==> src/hw/rtl/eis_pkg.sv <==
// eis_pkg: shared types, command and phase codes for the eeprom transfer sequencer
// used by eis_decode, eis_emitter and eeprom_i2c_transfer_sequencer
// no dependencies
package eis_pkg;

  localparam int DEFAULT_PAGE_BYTES = 64;
  localparam int RESULT_SLOTS = 8;
  localparam int SLOT_W = $clog2(RESULT_SLOTS);
  localparam int COUNT_W = $clog2(RESULT_SLOTS + 1);
  localparam int PHASE_W = 3;
  localparam logic [6:0] DEVICE_ADDRESS_RESET = 7'd80;

  localparam logic [1:0] OP_WRITE = 2'd0;
  localparam logic [1:0] OP_READ  = 2'd1;
  localparam logic [1:0] OP_POLL  = 2'd2;

  localparam logic [2:0] CMD_START   = 3'd0;
  localparam logic [2:0] CMD_RESTART = 3'd1;
  localparam logic [2:0] CMD_STOP    = 3'd2;
  localparam logic [2:0] CMD_WRITE   = 3'd3;
  localparam logic [2:0] CMD_READ    = 3'd4;
  localparam logic [2:0] CMD_ACK     = 3'd5;
  localparam logic [2:0] CMD_NACK    = 3'd6;

  localparam logic [PHASE_W-1:0] PH_IDLE       = 3'd0;
  localparam logic [PHASE_W-1:0] PH_WRITE      = 3'd1;
  localparam logic [PHASE_W-1:0] PH_READ       = 3'd2;
  localparam logic [PHASE_W-1:0] PH_POLL_PAGE  = 3'd3;
  localparam logic [PHASE_W-1:0] PH_POLL_FINAL = 3'd4;
  localparam logic [PHASE_W-1:0] PH_HELD       = 3'd5;

  typedef struct packed {
    logic [1:0]  operation;
    logic        first;
    logic [15:0] mem_address;
    logic [7:0]  data_byte;
    logic        final_byte;
    logic        acked;
  } item_t;

  typedef struct packed {
    logic [2:0] command;
    logic [7:0] byte_value;
    logic       awaiting_response;
    logic       transfer_done;
    logic       last_of_run;
  } result_t;

  typedef struct packed {
    result_t [RESULT_SLOTS-1:0] entries;
    logic [COUNT_W-1:0]         count;
    logic [PHASE_W-1:0]         phase;
    logic [15:0]                address;
  } plan_t;

  function automatic result_t make_result(logic [2:0] cmd, logic [7:0] value,
                                          logic wait_resp, logic done);
    result_t r;
    r.command = cmd;
    r.byte_value = (cmd == CMD_WRITE) ? value : 8'd0;
    r.awaiting_response = wait_resp;
    r.transfer_done = done;
    r.last_of_run = 1'b0;
    return r;
  endfunction

endpackage

==> src/hw/rtl/eis_decode.sv <==
// eis_decode: expands one transaction into its list of i2c primitives and next state
// depends on eis_pkg
module eis_decode #(
  parameter int PAGE_BYTES = eis_pkg::DEFAULT_PAGE_BYTES
) (
  input  eis_pkg::item_t                    item,
  input  logic [eis_pkg::PHASE_W-1:0]       phase,
  input  logic [15:0]                       address,
  input  logic [6:0]                        device_address,
  output eis_pkg::plan_t                    plan
);
  import eis_pkg::*;

  // page size must be a power of two
  localparam int PAGE_BITS = $clog2(PAGE_BYTES);

  logic polling;
  logic held;
  logic [7:0] ctrl_wr;
  logic [7:0] ctrl_rd;

  assign polling = (phase == PH_POLL_PAGE) || (phase == PH_POLL_FINAL);
  assign held = (phase == PH_WRITE) || (phase == PH_READ) || (phase == PH_HELD);
  assign ctrl_wr = {device_address, 1'b0};
  assign ctrl_rd = {device_address, 1'b1};

  always_comb begin
    logic [COUNT_W-1:0] n;
    logic [15:0] a;
    logic [PHASE_W-1:0] ph;
    result_t [RESULT_SLOTS-1:0] ents;
    n = '0;
    a = address;
    ph = phase;
    ents = '0;
    if (item.operation == OP_WRITE && !polling && (item.first || phase == PH_WRITE)) begin
      if (item.first) begin
        ents[n[SLOT_W-1:0]] = make_result(held ? CMD_RESTART : CMD_START, 8'd0, 1'b0, 1'b0);
        n = n + 1'b1;
        a = item.mem_address;
        ents[n[SLOT_W-1:0]] = make_result(CMD_WRITE, ctrl_wr, 1'b0, 1'b0);
        n = n + 1'b1;
        ents[n[SLOT_W-1:0]] = make_result(CMD_WRITE, a[15:8], 1'b0, 1'b0);
        n = n + 1'b1;
        ents[n[SLOT_W-1:0]] = make_result(CMD_WRITE, a[7:0], 1'b0, 1'b0);
        n = n + 1'b1;
      end
      ents[n[SLOT_W-1:0]] = make_result(CMD_WRITE, item.data_byte, 1'b0, 1'b0);
      n = n + 1'b1;
      a = a + 16'd1;
      if (item.final_byte || a[PAGE_BITS-1:0] == '0) begin
        ents[n[SLOT_W-1:0]] = make_result(CMD_STOP, 8'd0, 1'b0, 1'b0);
        n = n + 1'b1;
        ents[n[SLOT_W-1:0]] = make_result(CMD_START, 8'd0, 1'b0, 1'b0);
        n = n + 1'b1;
        ents[n[SLOT_W-1:0]] = make_result(CMD_WRITE, ctrl_wr, 1'b1, 1'b0);
        n = n + 1'b1;
        ph = item.final_byte ? PH_POLL_FINAL : PH_POLL_PAGE;
      end else begin
        ph = PH_WRITE;
      end
    end else if (item.operation == OP_READ && !polling &&
                 (item.first || phase == PH_READ)) begin
      if (item.first) begin
        ents[n[SLOT_W-1:0]] = make_result(held ? CMD_RESTART : CMD_START, 8'd0, 1'b0, 1'b0);
        n = n + 1'b1;
        a = item.mem_address;
        ents[n[SLOT_W-1:0]] = make_result(CMD_WRITE, ctrl_wr, 1'b0, 1'b0);
        n = n + 1'b1;
        ents[n[SLOT_W-1:0]] = make_result(CMD_WRITE, a[15:8], 1'b0, 1'b0);
        n = n + 1'b1;
        ents[n[SLOT_W-1:0]] = make_result(CMD_WRITE, a[7:0], 1'b0, 1'b0);
        n = n + 1'b1;
        ents[n[SLOT_W-1:0]] = make_result(CMD_RESTART, 8'd0, 1'b0, 1'b0);
        n = n + 1'b1;
        ents[n[SLOT_W-1:0]] = make_result(CMD_WRITE, ctrl_rd, 1'b0, 1'b0);
        n = n + 1'b1;
      end
      ents[n[SLOT_W-1:0]] = make_result(CMD_READ, 8'd0, 1'b0, 1'b0);
      n = n + 1'b1;
      a = a + 16'd1;
      if (!item.final_byte) begin
        ents[n[SLOT_W-1:0]] = make_result(CMD_ACK, 8'd0, 1'b0, 1'b0);
        n = n + 1'b1;
        ph = PH_READ;
      end else if (item.first) begin
        ents[n[SLOT_W-1:0]] = make_result(CMD_NACK, 8'd0, 1'b0, 1'b1);
        n = n + 1'b1;
        ph = PH_HELD;
      end else begin
        ents[n[SLOT_W-1:0]] = make_result(CMD_NACK, 8'd0, 1'b0, 1'b0);
        n = n + 1'b1;
        ents[n[SLOT_W-1:0]] = make_result(CMD_STOP, 8'd0, 1'b0, 1'b1);
        n = n + 1'b1;
        ph = PH_IDLE;
      end
    end else if (item.operation == OP_POLL && polling) begin
      if (!item.acked) begin
        ents[n[SLOT_W-1:0]] = make_result(CMD_RESTART, 8'd0, 1'b0, 1'b0);
        n = n + 1'b1;
        ents[n[SLOT_W-1:0]] = make_result(CMD_WRITE, ctrl_wr, 1'b1, 1'b0);
        n = n + 1'b1;
      end else if (phase == PH_POLL_PAGE) begin
        ents[n[SLOT_W-1:0]] = make_result(CMD_STOP, 8'd0, 1'b0, 1'b0);
        n = n + 1'b1;
        ents[n[SLOT_W-1:0]] = make_result(CMD_START, 8'd0, 1'b0, 1'b0);
        n = n + 1'b1;
        ents[n[SLOT_W-1:0]] = make_result(CMD_WRITE, ctrl_wr, 1'b0, 1'b0);
        n = n + 1'b1;
        ents[n[SLOT_W-1:0]] = make_result(CMD_WRITE, a[15:8], 1'b0, 1'b0);
        n = n + 1'b1;
        ents[n[SLOT_W-1:0]] = make_result(CMD_WRITE, a[7:0], 1'b0, 1'b0);
        n = n + 1'b1;
        ph = PH_WRITE;
      end else begin
        ents[n[SLOT_W-1:0]] = make_result(CMD_STOP, 8'd0, 1'b0, 1'b1);
        n = n + 1'b1;
        ph = PH_IDLE;
      end
    end
    if (n != '0) begin
      ents[SLOT_W'(n - 1'b1)].last_of_run = 1'b1;
    end
    plan.entries = ents;
    plan.count = n;
    plan.phase = ph;
    plan.address = a;
  end

endmodule

==> src/hw/rtl/eis_emitter.sv <==
// eis_emitter: result register that holds one transaction's primitives and hands them out in order
// depends on eis_pkg
module eis_emitter (
  input  logic                                          clk,
  input  logic                                          rst,
  input  logic                                          load,
  input  eis_pkg::result_t [eis_pkg::RESULT_SLOTS-1:0]  entries,
  input  logic [eis_pkg::COUNT_W-1:0]                   count,
  output logic                                          free,
  output logic                                          result_valid,
  input  logic                                          result_stall,
  output eis_pkg::result_t                              result
);
  import eis_pkg::*;

  result_t [RESULT_SLOTS-1:0] slots;
  logic [COUNT_W-1:0] left;
  logic taken;

  assign result_valid = (left != '0);
  assign taken = result_valid && !result_stall;
  assign free = (left == '0) || (taken && left == COUNT_W'(1));
  assign result = slots[0];

  always_ff @(posedge clk) begin
    if (rst) begin
      left <= '0;
    end else if (load) begin
      left <= count;
    end else if (taken) begin
      left <= left - 1'b1;
    end
  end

  always_ff @(posedge clk) begin
    if (load) begin
      slots <= entries;
    end else if (taken) begin
      for (int i = 0; i < RESULT_SLOTS - 1; i++) begin
        slots[i] <= slots[i + 1];
      end
      slots[RESULT_SLOTS-1] <= '0;
    end
  end

endmodule

==> src/hw/rtl/eeprom_i2c_transfer_sequencer.sv <==
// eeprom_i2c_transfer_sequencer: top level, turns eeprom byte requests into i2c primitives
// depends on eis_pkg, eis_decode, eis_emitter
// usage
//   item channel: item_valid / item_stall / item carry one byte request or poll response
//   result channel: result_valid / result_stall / result carry one i2c primitive each
//   cfg_write / cfg_data set the seven-bit device address; the user must write it only
//   while the block is idle, as the block itself does not enforce this
// timing
//   a transaction is decoded in the cycle it is taken; its first primitive is valid
//   on the next cycle
//   each transaction yields zero to eight primitives, handed out of the result register
//   one per cycle while result_stall is low
//   the next transaction is taken in the cycle the last primitive of the previous one leaves
//   transactions that yield no primitive load nothing, so the item channel stays free
// reset
//   phase returns to idle, address to zero, device address to 80, result register empties
// stall
//   a stalled primitive holds; item_stall rises while earlier primitives remain queued
//   the memory page size must be a power of two
module eeprom_i2c_transfer_sequencer #(
  parameter int PAGE_BYTES = eis_pkg::DEFAULT_PAGE_BYTES
) (
  input  logic             clk,
  input  logic             rst,
  input  logic             cfg_write,
  input  logic [6:0]       cfg_data,
  input  logic             item_valid,
  output logic             item_stall,
  input  eis_pkg::item_t   item,
  output logic             result_valid,
  input  logic             result_stall,
  output eis_pkg::result_t result
);
  import eis_pkg::*;

  logic [6:0] device_address;
  logic [PHASE_W-1:0] phase;
  logic [15:0] address;
  plan_t plan;
  logic free;
  logic accept;

  assign item_stall = !free;
  assign accept = item_valid && free;

  eis_decode #(
    .PAGE_BYTES(PAGE_BYTES)
  ) u_decode (
    .item(item),
    .phase(phase),
    .address(address),
    .device_address(device_address),
    .plan(plan)
  );

  eis_emitter u_emitter (
    .clk(clk),
    .rst(rst),
    .load(accept && plan.count != '0),
    .entries(plan.entries),
    .count(plan.count),
    .free(free),
    .result_valid(result_valid),
    .result_stall(result_stall),
    .result(result)
  );

  always_ff @(posedge clk) begin
    if (rst) begin
      device_address <= DEVICE_ADDRESS_RESET;
    end else if (cfg_write) begin
      device_address <= cfg_data;
    end
  end

  always_ff @(posedge clk) begin
    if (rst) begin
      phase <= PH_IDLE;
      address <= '0;
    end else if (accept) begin
      phase <= plan.phase;
      address <= plan.address;
    end
  end

  a_results_follow: assert property (@(posedge clk) disable iff (rst)
    accept && plan.count != '0 |=> result_valid)
    else $error("primitives of a transaction not presented");

  a_stall_only_when_busy: assert property (@(posedge clk) disable iff (rst)
    !result_valid |-> !item_stall)
    else $error("item stalled with empty result register");

  a_phase_legal: assert property (@(posedge clk) disable iff (rst)
    phase <= PH_HELD)
    else $error("phase out of range");

  a_wait_only_on_ctrl: assert property (@(posedge clk) disable iff (rst)
    result_valid && result.awaiting_response |-> result.command == CMD_WRITE)
    else $error("poll wait flagged on a non control byte");

endmodule
==> config.mk <==
export PLATFORM = sky130hd
export DESIGN_NAME = eeprom_i2c_transfer_sequencer
export DESIGN_NICKNAME = d
export VERILOG_FILES = /design/src/hw/rtl/eis_pkg.sv /design/src/hw/rtl/eis_decode.sv /design/src/hw/rtl/eis_emitter.sv /design/src/hw/rtl/eeprom_i2c_transfer_sequencer.sv
export SDC_FILE = /design/constraint.sdc
export NUM_CORES = 1
export LEC_CHECK = 0
export BUFFER_PORTS_ARGS = -buffer_cell sky130_fd_sc_hd__buf_2
export CAP_MARGIN = 15
export CORE_UTILIZATION = 55
export DETAILED_ROUTE_END_ITERATION = 10
export PLACE_DENSITY = 0.88
export SETUP_SLACK_MARGIN = 0.1
export SYNTH_ARGS = -nofsm -noshare
export SYNTH_HDL_FRONTEND = slang
export SYNTH_SLANG_ARGS = --single-unit
==> constraint.sdc <==
create_clock -name clk -period 8.1 [get_ports clk]
set_input_delay 1.62 -clock clk [delete_from_list [all_inputs] [get_ports clk]]
set_output_delay 1.62 -clock clk [all_outputs]
set_load 0.03 [all_outputs]
* Word-level counts from Yosys, hierarchy flattened
Index checks and enable logic that the tools add are counted.
Word-level totals: flip-flop bits (word level) 142, word-level logic and storage cells 206
Operators by class: bitwise gates (word level) 20, $add $sub $neg 11, reduce and logical (&&, ||, !) cells 38, $lt $le $gt $ge 16, equal/unequal tests 8, mux-type cells 69
Operators with widths (count):
- two-way mux 112 bit | 7
- bitwise mux 112 bit | 3
- demux 14 bit (select 3 bit) | 8
- bitwise AND 96 bit | 3
- NOT 96 bit | 3
- NOT 104 bit | 2
- two-way mux 84 bit | 2
- two-way mux 70 bit | 2
- bitwise AND 112 bit | 1
- NOT 112 bit | 1
- two-way mux 55 bit | 2
- bitwise AND 104 bit | 1
- bitwise AND 78 x 104 -> 104 bit | 1
- two-way mux 14 bit | 7
- two-way mux 16 bit | 6
- bitwise AND 88 bit | 1
- NOT 88 bit | 1
- two-way mux 83 bit | 1
- two-way mux 56 bit | 1
- two-way mux 4 bit | 12
- bitwise OR 16 bit | 3
- two-way mux 42 bit | 1
- two-way mux 41 bit | 1
- two-way mux 3 bit | 11
- other kinds (29) | 81

* Depth between registers and ports, before layout
word-level depth 22, depth in mapped cells 21, mapped depth without buffers 11

* Modules after synthesis
From an unflattened synthesis, not the netlist that was laid out.
Second synthesis, totals: cells, all modules 738, area, all modules 8468.1 um2
Modules (own cells, without submodules):
- eis_emitter | area each 5009.8 um2, sequential area each 3443.3 um2, times used 1, cells an instance 286
- eis_decode | area each 2252.2 um2, sequential area each 0.0 um2, times used 1, cells an instance 339
- eeprom_i2c_transfer_sequencer | area each 1206.2 um2, sequential area each 520.5 um2, times used 1, cells an instance 113

* Least setup slack after synthesis
No wires, ideal clock.
kind input port to flip-flop, start input item[26] (netlist name), end register u_emitter.slots, in the netlist u_emitter.result[0] (enable), arrival time 7.419 ns, library setup time 0.995 ns, required time 7.105 ns, stages on the path 20, buffers on the path 10, path slack -0.314 ns, cell sequence buf_6 -> buf_8 -> buf_4 -> buf_2 -> clkbuf_1 -> clkbuf_1 -> clkbuf_1 -> mux2_2 -> ha_1 -> nand2_1 -> a311oi_1 -> or2_2 -> clkbuf_1 -> ha_1 -> nor2b_1 -> nor3_1 -> o41ai_4 -> clkbuf_1 -> buf_2 -> nand2_1
On the way: cells in the longest elaborated chain, start to end 13, elaborated cells on any way between the ends 29, those cells by class add/sub (8); mux (12); reduce/logical (9)
Ends and longest elaborated chain:
- from (decl) | RTL line eeprom_i2c_transfer_sequencer.sv:29 | input eis_pkg::item_t item,
- branches (longest 9 deep; another with adder 4 x 1 -> 4 bit)
- two-way mux 4 bit (*) | RTL line eis_decode.sv:36 | if (item.operation == OP_WRITE && !polling && (item.first || phase == PH_WRITE)) begin
- nonzero test 4 bit (*) | RTL line eeprom_i2c_transfer_sequencer.sv:59 | .load(accept && plan.count != '0),
- logical AND 1 bit (*) | RTL line eeprom_i2c_transfer_sequencer.sv:59
- nonzero test 2 bit (no line) (*)
- to (signal assigned) | RTL line eis_emitter.sv:37 | slots <= entries;
- to (signal, indexed assignment) | RTL line eis_emitter.sv:40 | slots[i] <= slots[i + 1];
- to (decl) | RTL line eis_emitter.sv:16 | result_t [RESULT_SLOTS-1:0] slots;
Mark *: on every way between the ends. The select of a mux whose other input is x is not followed. A chain may end at the register's enable or synchronous reset.

* Final worst setup path
start input item[26] (netlist name), end register u_emitter.slots[88] (netlist name) (enable)
Same word-level chain as after synthesis.

==> impl_metrics.env <==
export IMPL_grt_first_pass_wirelength_um=27400
export IMPL_die_h_um=117
export IMPL_clk_latency_ns=0.42
export IMPL_port_buffers=56
export IMPL_cts_htree_levels=4
export IMPL_cp_data_arrival_time_ns=5.83
export IMPL_design_portCount=57
export IMPL_number_of_flops_mapped_to_enable_cells_by_yosys=109
export IMPL_gp_congestion=0.905
export IMPL_power_per_cell_area_nw_per_um2=340
export IMPL_postSynth_topFlopCell="sky130_fd_sc_hd__edfxtp_1"
export IMPL_p_leak_uw=0.00303
export IMPL_area_delta_synth_final_pct=11.6
export IMPL_max_slew_margin_pct=31.2
export IMPL_min_from="u_emitter.slots[18]"
export IMPL_maxClockFrequency_mhz=174
export IMPL_core_area_um2=12700
export IMPL_synth_most_common_cell="sky130_fd_sc_hd__edfxtp_1"
export IMPL_num_antenna_cells=0
export IMPL_setup_worst_path_start_class="input port"
export IMPL_report_final_slew_viol_count=0
export IMPL_dr_total_vias=5806
export IMPL_finalNetCount=772
export IMPL_hpwl_um=11600
export IMPL_clock_sinks=139
export IMPL_dr_pass1_iters=6
export IMPL_final_period_utilization_pct=71.0
export IMPL_yosys_top_cells_count="sky130_fd_sc_hd__edfxtp_1 (109), sky130_fd_sc_hd__nand2_1 (90), sky130_fd_sc_hd__nor2_1 (59)"
export IMPL_yosysWarningCount=0
export IMPL_final_report_setup_violation_count=0
export IMPL_antenna_violating_nets_post_route=0
export IMPL_totalNegativeSetupSlack_ns=0
export IMPL_async_flop_share_pct=0
export IMPL_worstPathBufferInverterCount=3
export IMPL_detail_route_vias_per_cell=6.39
export IMPL_dr_first_iter_drc_count=700
export IMPL_synth_top_cell_area_share_pct=45.2
export IMPL_first_global_vias=5331
export IMPL_hold_depth=2
export IMPL_numCtsBuffers=17
export IMPL_rsz_0062_raised_after_global_routing="no"
export IMPL_track_usage_pct=27.3
export IMPL_timing_rr_start="address[0]"
export IMPL_maximum_number_of_pins_on_one_net_before_global_route_repair=108
export IMPL_ys_seq_elements=139
export IMPL_ctsHoldBuffers=0
export IMPL_post_cts_resized=0
export IMPL_clkTransAtPathRegs_ns=0.06
export IMPL_synthesis_area_per_instance_um2=10.3
export IMPL_tritoncts="yes"
export IMPL_sequential_cell_area_fraction_in_the_yosys_report_pct=53.5
export IMPL_synthesis_instances=704
export IMPL_syn_num_nets=753
export IMPL_layout_min_cycle_time_ns=5.75
export IMPL_clock_path_buffers=2
export IMPL_cp_slowest_cell="sky130_fd_sc_hd__nand2_4"
export IMPL_timing_critical_path_mode_cell="sky130_fd_sc_hd__buf_4"
export IMPL_timing_critical_path_to_type="flip-flop"
export IMPL_chipWidth_um=117
export IMPL_cp_required_ns=8.18
export IMPL_fin_worst_skew_ns=0.00749
export IMPL_worst_path_dominant_cell_family="simple AND/OR/NAND/NOR gates"
export IMPL_die_outline_area_um2=13600
export IMPL_placement_setup_worst_slack_ns=2.01
export IMPL_criticalPathCategory="input port to flip-flop"
export IMPL_report_final_hold_viol_count=0
export IMPL_reg2reg_slack_ns=3.62
export IMPL_tightestPinTransition_ns=1.03
export IMPL_timing_critical_path_slowest_cell_delay_ns=0.78
export IMPL_ctsRootBufferMaster="sky130_fd_sc_hd__clkbuf_16"
export IMPL_post_cts_repair_setup_buffers=0
export IMPL_routed_wire_length_per_instance_um=19.5
export IMPL_drive_above_1_share_pct=14.9
export IMPL_synth_largest_area_cell="sky130_fd_sc_hd__edfxtp_1"
export IMPL_rr_worst_depth=11
export IMPL_grt_overflow_total=0
export IMPL_crit_path_cell_trace="buf_2 > buf_4 > nand4_4 > a311oi_1 > or2_2 > ha_1 > nor2b_1 > nor3_1 > o41ai_4 > nand2_4 > buf_4"
export IMPL_post_route_drc_count=0
export IMPL_yosys_cell_types_count=70
export IMPL_max_capacitance_violation_total=0
export IMPL_syn_cell_area_um2=7240
export IMPL_synthTopCellsByArea="sky130_fd_sc_hd__edfxtp_1 (45%), sky130_fd_sc_hd__dfxtp_1 (8.3%), sky130_fd_sc_hd__nand2_1 (4.7%)"
export IMPL_setup_slack_ns=2.35
export IMPL_run_status="completed"
export IMPL_routed_wirelength_um=17700
export IMPL_max_vdd_ir_drop_v=0.000230
export IMPL_placement_rows=41
export IMPL_holdCritPathClass="flip-flop to flip-flop"
export IMPL_initial_antenna_violation_count=0
export IMPL_r2r_end="u_emitter.slots[88]"
export IMPL_min_to="u_emitter.result[4]"
export IMPL_start_util_pct=56.9
export IMPL_cp_max_fo=82
==> routing by layer <==
metal | part of all wire, % | vias up | track usage, % | wire length [µm]
met5 | 0 | - | 0 | 0
met4 | 3.3 | 0 | 11.3 | 580
met3 | 8.8 | 64 | 7.63 | 1560
met2 | 50 | 354 | 45.6 | 8830
met1 | 38 | 2764 | 33.6 | 6720
li1 | - | 2624 | - | -
==> flip-flops by register name, indices dropped and copies added, names as in the netlist <==
| signal | cells |
|---|---|
| address | 16 |
| device_address | 7 |
| u_emitter.slots | 95 |
| phase | 3 |
| u_emitter.result | 14 |
| u_emitter.left | 4 |
==> logic make-up (layout without fill, tap and decap cells) <==
family	count (synthesis)	in the layout	synth area share (%)
XOR/XNOR	4	4	0.484
adder cells (fa/ha/maj)	8	8	1.38
AO/OA/AOI/OAI	168	168	16.4
flip-flops	139	139	53.5
multiplexers	19	19	2.69
AND/OR/NAND/NOR	283	283	20.0
buffers and inverters	83	115	5.54
==> report_power, final <==
part | switching (µW) | leakage, µW | internal [µW]
combinational | 464 | 0.00146 | 219
clock | 291 | 0.000277 | 480
sequential | 98.9 | 0.00129 | 1190
total | 854 | 0.00303 | 1890
==> layout by cell type (no fill, tap or decap), drive strengths merged, types with 8 or more instances in the layout <==
master and count:
nand2 90, nor2 59, clkbuf 19, a21oi 27
o31ai 10, o21ai 41, inv 20, a221oi 14
nor3 8, nor2b 9, nand3 28, mux2i 15
nor4 8, ha 8, buf 62, and2 33
clkinv 9, dfxtp 30, a22o 13, nand2b 9
edfxtp 109, o211ai 9
==> metrics by stage <==
step	instance area [µm²]	cells	hold WS [ns]	util, %	total power [µW]
global route	8080	908	0.536	63.5	2880
finish	8080	908	0.508	63.5	2750
detailed placement	7470	875	0.485	58.7	1980
global placement	7470	875	0.476	58.7	1940
floorplan	7250	704	0.444	-	1820
CTS	8060	907	0.508	63.3	2750
==> how the worst max path moves through the flow <==
stage          startpoint  slack, ns              endpoint  depth (start not counted)
3_3_place_gp     item[26]       2.21  u_emitter.slots[106]                         11
5_1_grt          item[26]       2.07   u_emitter.slots[32]                         12
6_report         item[26]       2.35   u_emitter.slots[88]                         11
3_5_place_dp     item[26]       2.01   u_emitter.slots[49]                         11
4_1_cts          item[26]       2.42  u_emitter.slots[103]                         12
2_1_floorplan    item[26]       0.81   u_emitter.result[0]                         20
==> area by class of cell <==
| class | count | area [µm²] |
|---|---|---|
| tap | 172 | 215 |
| fill | 1033 | 4640 |
| clock inverter | 13 | 151 |
| multi-input combinational | 482 | 2990 |
| clock buffer | 19 | 433 |
| timing repair buffer | 62 | 345 |
| sequential | 139 | 3870 |
| inverter | 21 | 78.8 |
==> worst reg2reg max path, delay by kind of cell, from the launching register on <==
kind	cells	cell delay [ns]
AO/OA/AOI/OAI	2	0.71
buffers and inverters	1	0.51
multiplexers	1	0.22
adder cells (fa/ha/maj)	2	0.54
flip-flops	1	0.45
AND/OR/NAND/NOR	5	1.71
(Power assumes the default switching activity.)
